**src/rtl/qfn_pkg.sv**
```systemverilog
// ----------------------------------------------------------------------------
// qfn_pkg: shared types and constants of the quad face normal block
// word layouts of both channels, corner cross-product vector, queue depth
// ----------------------------------------------------------------------------
package qfn_pkg;

  // exact cross product of two 33-bit edges needs 67 signed bits
  localparam int CROSS_W = 67;
  // corner vectors wait here between front and back
  localparam int Q_DEPTH = 4;
  localparam int Q_PTR_W = $clog2(Q_DEPTH);

  typedef struct packed {
    logic signed [31:0] p0_x;
    logic signed [31:0] p0_y;
    logic signed [31:0] p0_z;
    logic signed [31:0] p1_x;
    logic signed [31:0] p1_y;
    logic signed [31:0] p1_z;
    logic signed [31:0] p2_x;
    logic signed [31:0] p2_y;
    logic signed [31:0] p2_z;
    logic signed [31:0] p3_x;
    logic signed [31:0] p3_y;
    logic signed [31:0] p3_z;
  } in_t;

  typedef struct packed {
    logic signed [15:0] normal_x;
    logic signed [15:0] normal_y;
    logic signed [15:0] normal_z;
  } out_t;

  typedef struct packed {
    logic signed [CROSS_W-1:0] x;
    logic signed [CROSS_W-1:0] y;
    logic signed [CROSS_W-1:0] z;
  } vec_t;

endpackage

```
**src/rtl/qfn_queue.sv**
```systemverilog
// ----------------------------------------------------------------------------
// qfn_queue: small fifo of corner vectors
// decouples the cross-product front from the shared normalizer
// ----------------------------------------------------------------------------
module qfn_queue (
  input  logic          clk_i,
  input  logic          rst_ni,
  input  logic          wr_valid_i,
  output logic          wr_ready_o,
  input  qfn_pkg::vec_t wr_vec_i,
  output logic          rd_valid_o,
  input  logic          rd_ready_i,
  output qfn_pkg::vec_t rd_vec_o
);

  localparam int PW = qfn_pkg::Q_PTR_W;

  qfn_pkg::vec_t mem_q [qfn_pkg::Q_DEPTH];
  logic [PW-1:0] wp_q, rp_q;
  logic [PW:0]   cnt_q;
  logic          wr, rd;

  assign wr_ready_o = (cnt_q != (PW+1)'(qfn_pkg::Q_DEPTH));
  assign rd_valid_o = (cnt_q != '0);
  assign wr         = wr_valid_i && wr_ready_o;
  assign rd         = rd_valid_o && rd_ready_i;
  assign rd_vec_o   = mem_q[rp_q];

  always_ff @(posedge clk_i or negedge rst_ni) begin
    if (!rst_ni) begin
      wp_q  <= '0;
      rp_q  <= '0;
      cnt_q <= '0;
    end else begin
      if (wr) begin
        wp_q <= wp_q + 1'b1;
      end
      if (rd) begin
        rp_q <= rp_q + 1'b1;
      end
      cnt_q <= cnt_q + (PW+1)'(wr) - (PW+1)'(rd);
    end
  end

  always_ff @(posedge clk_i) begin
    if (wr) begin
      mem_q[wp_q] <= wr_vec_i;
    end
  end

`ifndef NO_ASSERTIONS
  a_cnt_bound: assert property (@(posedge clk_i) disable iff (!rst_ni)
    cnt_q <= (PW+1)'(qfn_pkg::Q_DEPTH))
    else $error("queue overfilled");
  a_ptr_gap: assert property (@(posedge clk_i) disable iff (!rst_ni)
    (cnt_q != '0 && cnt_q != (PW+1)'(qfn_pkg::Q_DEPTH)) |-> (wp_q != rp_q))
    else $error("queue pointers out of step with count");
  a_empty_ptr: assert property (@(posedge clk_i) disable iff (!rst_ni)
    (cnt_q == '0) |-> (wp_q == rp_q))
    else $error("empty queue with pointer gap");
`endif

endmodule

```
**config.mk**
```make
export PLATFORM = sky130hd
export DESIGN_NAME = qfn_queue
export DESIGN_NICKNAME = d
export VERILOG_FILES = /design/src/rtl/qfn_pkg.sv /design/src/rtl/qfn_queue.sv
export SDC_FILE = /design/constraint.sdc
export NUM_CORES = 1
export LEC_CHECK = 0
export ABC_AREA = 1
export BUFFER_PORTS_ARGS = -buffer_cell sky130_fd_sc_hd__buf_2
export CORE_UTILIZATION = 55
export CTS_CLUSTER_DIAMETER = 120
export CTS_CLUSTER_SIZE = 16
export DETAILED_ROUTE_END_ITERATION = 6
export HOLD_SLACK_MARGIN = 0.02
export PLACE_DENSITY = 0.81
export SYNTH_ARGS = -nofsm -noshare
export SYNTH_HDL_FRONTEND = slang
export SYNTH_SLANG_ARGS = --single-unit
```
**constraint.sdc**
```tcl
create_clock -name clk_i -period 10.8 [get_ports clk_i]
set_input_delay 1.08 -clock clk_i [delete_from_list [all_inputs] [get_ports clk_i]]
set_output_delay 1.08 -clock clk_i [all_outputs]
set_load 0.05 [all_outputs]
```
[Word level (Yosys, flattened, before mapping)]
Memories as Yosys holds them, arrays and structs flattened.
Index checks and enable logic that the tools add are counted.
Word-level totals
  bits of input ports: 205
  memories: 1
  bits in registers: 7
  logic and storage cells: 14
  RAM bits: 804
Memory list
  mem_q: depth 4, bits a word 201, rd ports 1, clocked after Yosys merged registers in 0, write ports 1, RTL line qfn_queue.sv:18  | qfn_pkg::vec_t mem_q [qfn_pkg::Q_DEPTH];
Operators by class
  reductions and logical operators: 3
  equality and inequality tests: 1
  mux-type cells: 2
  add/subtract/negate cells: 4
Operators by type and width (number)
  2-bit by 1-bit adder with 2-bit output (second input constant): 2
  3-bit by 1-bit adder with 3-bit output: 1
  3-bit inequality test (second input constant): 1
  3-bit nonzero test: 1
  3-bit by 1-bit subtractor with 3-bit output: 1
  1-bit logical AND: 2
  1-bit 2-to-1 mux: 2

[Depth between registers and ports, before layout]
  depth in word-level cells: 4
  gate-level depth with buffers: 12
  gate-level depth less buffers: 12

[Worst setup path after synthesis]
OpenSTA, ideal clock, no wires.
  kind: input to register
  from: in wr_valid_i
  to: mem mem_q[0][0] (netlist bit) (enable)
  data required time: 10.033 ns
  arrival: 9.607 ns
  buffers on the path: 0
  path slack: 0.427 ns
  library setup time: 0.767 ns
  stages: 2
  cell sequence: nand2_1 nor2_1
On the way
  word-level cells in the longest chain between the ends: 3
Ends and longest elaborated chain
  from (decl): RTL line qfn_queue.sv:8  | input logic wr_valid_i,
  1-bit logical AND: RTL line qfn_queue.sv:25  | assign wr = wr_valid_i && wr_ready_o;
  1-bit 2-to-1 mux: RTL line qfn_queue.sv:46  | if (wr) begin
  1-bit 2-to-1 mux (not written as such): RTL line qfn_queue.sv:47  | mem_q[wp_q] <= wr_vec_i;
  to (decl): RTL line qfn_queue.sv:18
Every way passes these cells.

==> flow_summary.ini <==
[synth]
synthMuxAreaShare_pct = 0
synth_top_area_share_pct = 75.8
synth-seq-area-share_pct = 76.4
synthXorXnorAreaFrac_pct = 0
synth.largest_area_cell = edfxtp_1
synthCells = 2604
synthAdderAreaFrac_pct = 0.299
syn_area_um2 = 31800
synth_top_family_by_area = simple AND/OR/NAND/NOR gates
syn_nets = 2816
ys_types = 16
ys_ff_latch = 811
ys_top_cells_by_area = edfxtp_1, nand2_1, nor2_1, o21ai_0, o21ai_1
synth_warnings = 0
synth_simple_gate_area_share_pct = 12.2
synth_compound_area_share_pct = 6.32
synth.avg_cell_area_um2 = 12.2

[route]
drc = 0
postRouteAntennaNets = 0
wire_per_inst_um = 17.8
routed_wl_mm = 66.8
dr.pass1.iters = 5
via_per_inst = 5.27
initialDrtViolationCount = 1564
vias = 19800

[worst_setup_path]
critPathSlowestCell = dfrtp_4
critPathMaxFanout = 119
critPathKind = flop to output port
cp_cell_sequence = buf_4, buf_4, buf_4, nor2_1, nor2_1, o21ai_1, nand2_1, buf_2
worstPathArrival_ns = 5.03
crit_path_max_incr_delay_ns = 0.96
crit_path_end_kind = output port
critical_path.top_delay_family = buffers and inverters
critPathLaunchType = flop
path_common_cell = buf_4
crit_required_ns = 9.72
crit_buf_inv = 4

[floorplanning]
initial_core_util_pct = 56.0
num_rows = 87
die_x_um = 243
die_area_um2 = 58900
ios = 408
die_y_um = 243
core_area_um2 = 56800

[layout]
n_fill_cell = 4092
seq_area_um2 = 24300
final_cell_mix = edfxtp_1, nand2_1, buf_2, nor2_1, o21ai_0
drive_gt1_share_pct = 16.7
multiInputGateArea_um2 = 6020
nNetsFinal = 3171
layoutNonFillerInstCount = 3748
area_delta_synth_final_pct = 12.7
finish.instance_area_um2 = 35900
layout_commonest_cell = edfxtp_1

[sta]
final-setup-viol-count = 0
rsz0062_at_grt = false
max_freq_ghz = 0.164
worst_pin_slew_ns = 1.12
max-slew-margin-rel_pct = 25.0
fin_setup_tns_ns = 0
hold_violations = 0
finalMaxSlewViolations = 0
period_minus_slack_ns = 6.11
skew_ns = 0.0199
fin_crit_sh_pct = 56.5

[grt]
grt_max_degree = 135
grt_pass1_wl_mm = 102
antenna_found_initial = 28
grt_pass1_vias = 19700
grt_usage_pct = 22.3
overflow = 0

[placed_design]
placed_area_um2 = 34300
place.gp.congestion = 0.805
hpwl_mm = 39.0
dp_cells = 3657
port_buffers = 407

[clock_network]
numCtsBuffers = 56
clkTransAtPathRegs_ns = 0.07
root_buffer = clkbuf_16
cts_hold_buf = 0
clk_latency_ns = 0.61
htreeDepth = 2
clk_path_buf_depth = 3
postCtsSetupBuffers = 0
cts_resized = 0
cts.sinks = 811
cts_tree = built

[job]
max-cap-violations = 0

[run_status]
status = finished, final reports clean

[hold_path]
min_path_type = primary input to asynchronous set/reset pin
cells by family after synthesis:
family | count (synthesis)
flops | 811
compound gates | 402
buf+inv | 350
fa+ha+maj | 7
simple gates | 1034
cell usage after synthesis, drive strengths merged:
master	number
inv	217
ha	6
dfrtp	7
buf	59
edfxtp	804
fa	1
o21ai	402
nand2	622
nor2	407
clkbuf	74
nand3	5
routing by layer:
layer  routed length, µm  GRT usage [%]  vias to the layer above  part of all wire (%)
li1                    -              -                     9461                     -
met1               25900           26.9                     9513                    39
met2               33600           38.3                      624                    50
met3                5520           6.28                      128                   8.3
met4                1590           7.84                       28                   2.4
met5                 190              0                        -                  0.28
final timing paths:
path,slack (ns),depth (start not counted),startpoint,to
max in group asynchronous,10.33,1,rst_ni,rp_q[0]
hold / removal,0.29,1,rst_ni,rp_q[0]
hold reg to reg,0.52,1,cnt_q[0],cnt_q[0]
min in group clk_i,0.52,1,cnt_q[0],cnt_q[0]
setup / recovery,4.69,8,rp_q[0],rd_vec_o[101]
setup reg to reg,6.87,6,cnt_q[1],mem_q[2][91]
sequential cells by signal, summed over array words and instances, names as in the netlist:
name / cells
rp_q: 2
cnt_q: 3
mem_q: 804
wp_q: 2
per-stage QoR:
step                      setup WS, ns  util (%)  hold slack, ns
after global routing              4.35      63.1           0.275
after CTS                         4.77      63.1           0.255
final                             4.69      63.2           0.294
after detailed placement          5.46      60.4           0.510
after global placement            5.59      60.4           0.500
after floorplan                  0.427         -           0.461
final cells by class:
cell class	instances	area share, %
flip-flops and latches	811	67.8
multi-input cells	1443	16.8
repair buffers	430	6.19
clock buffers	68	4.09
well taps	756	2.64
inverters	217	2.30
diodes	20	0.139
clock inverters	3	0.0663
Power is not shown: default switching activity piles up to over one toggle a cycle in this logic, so the estimate is an artifact.
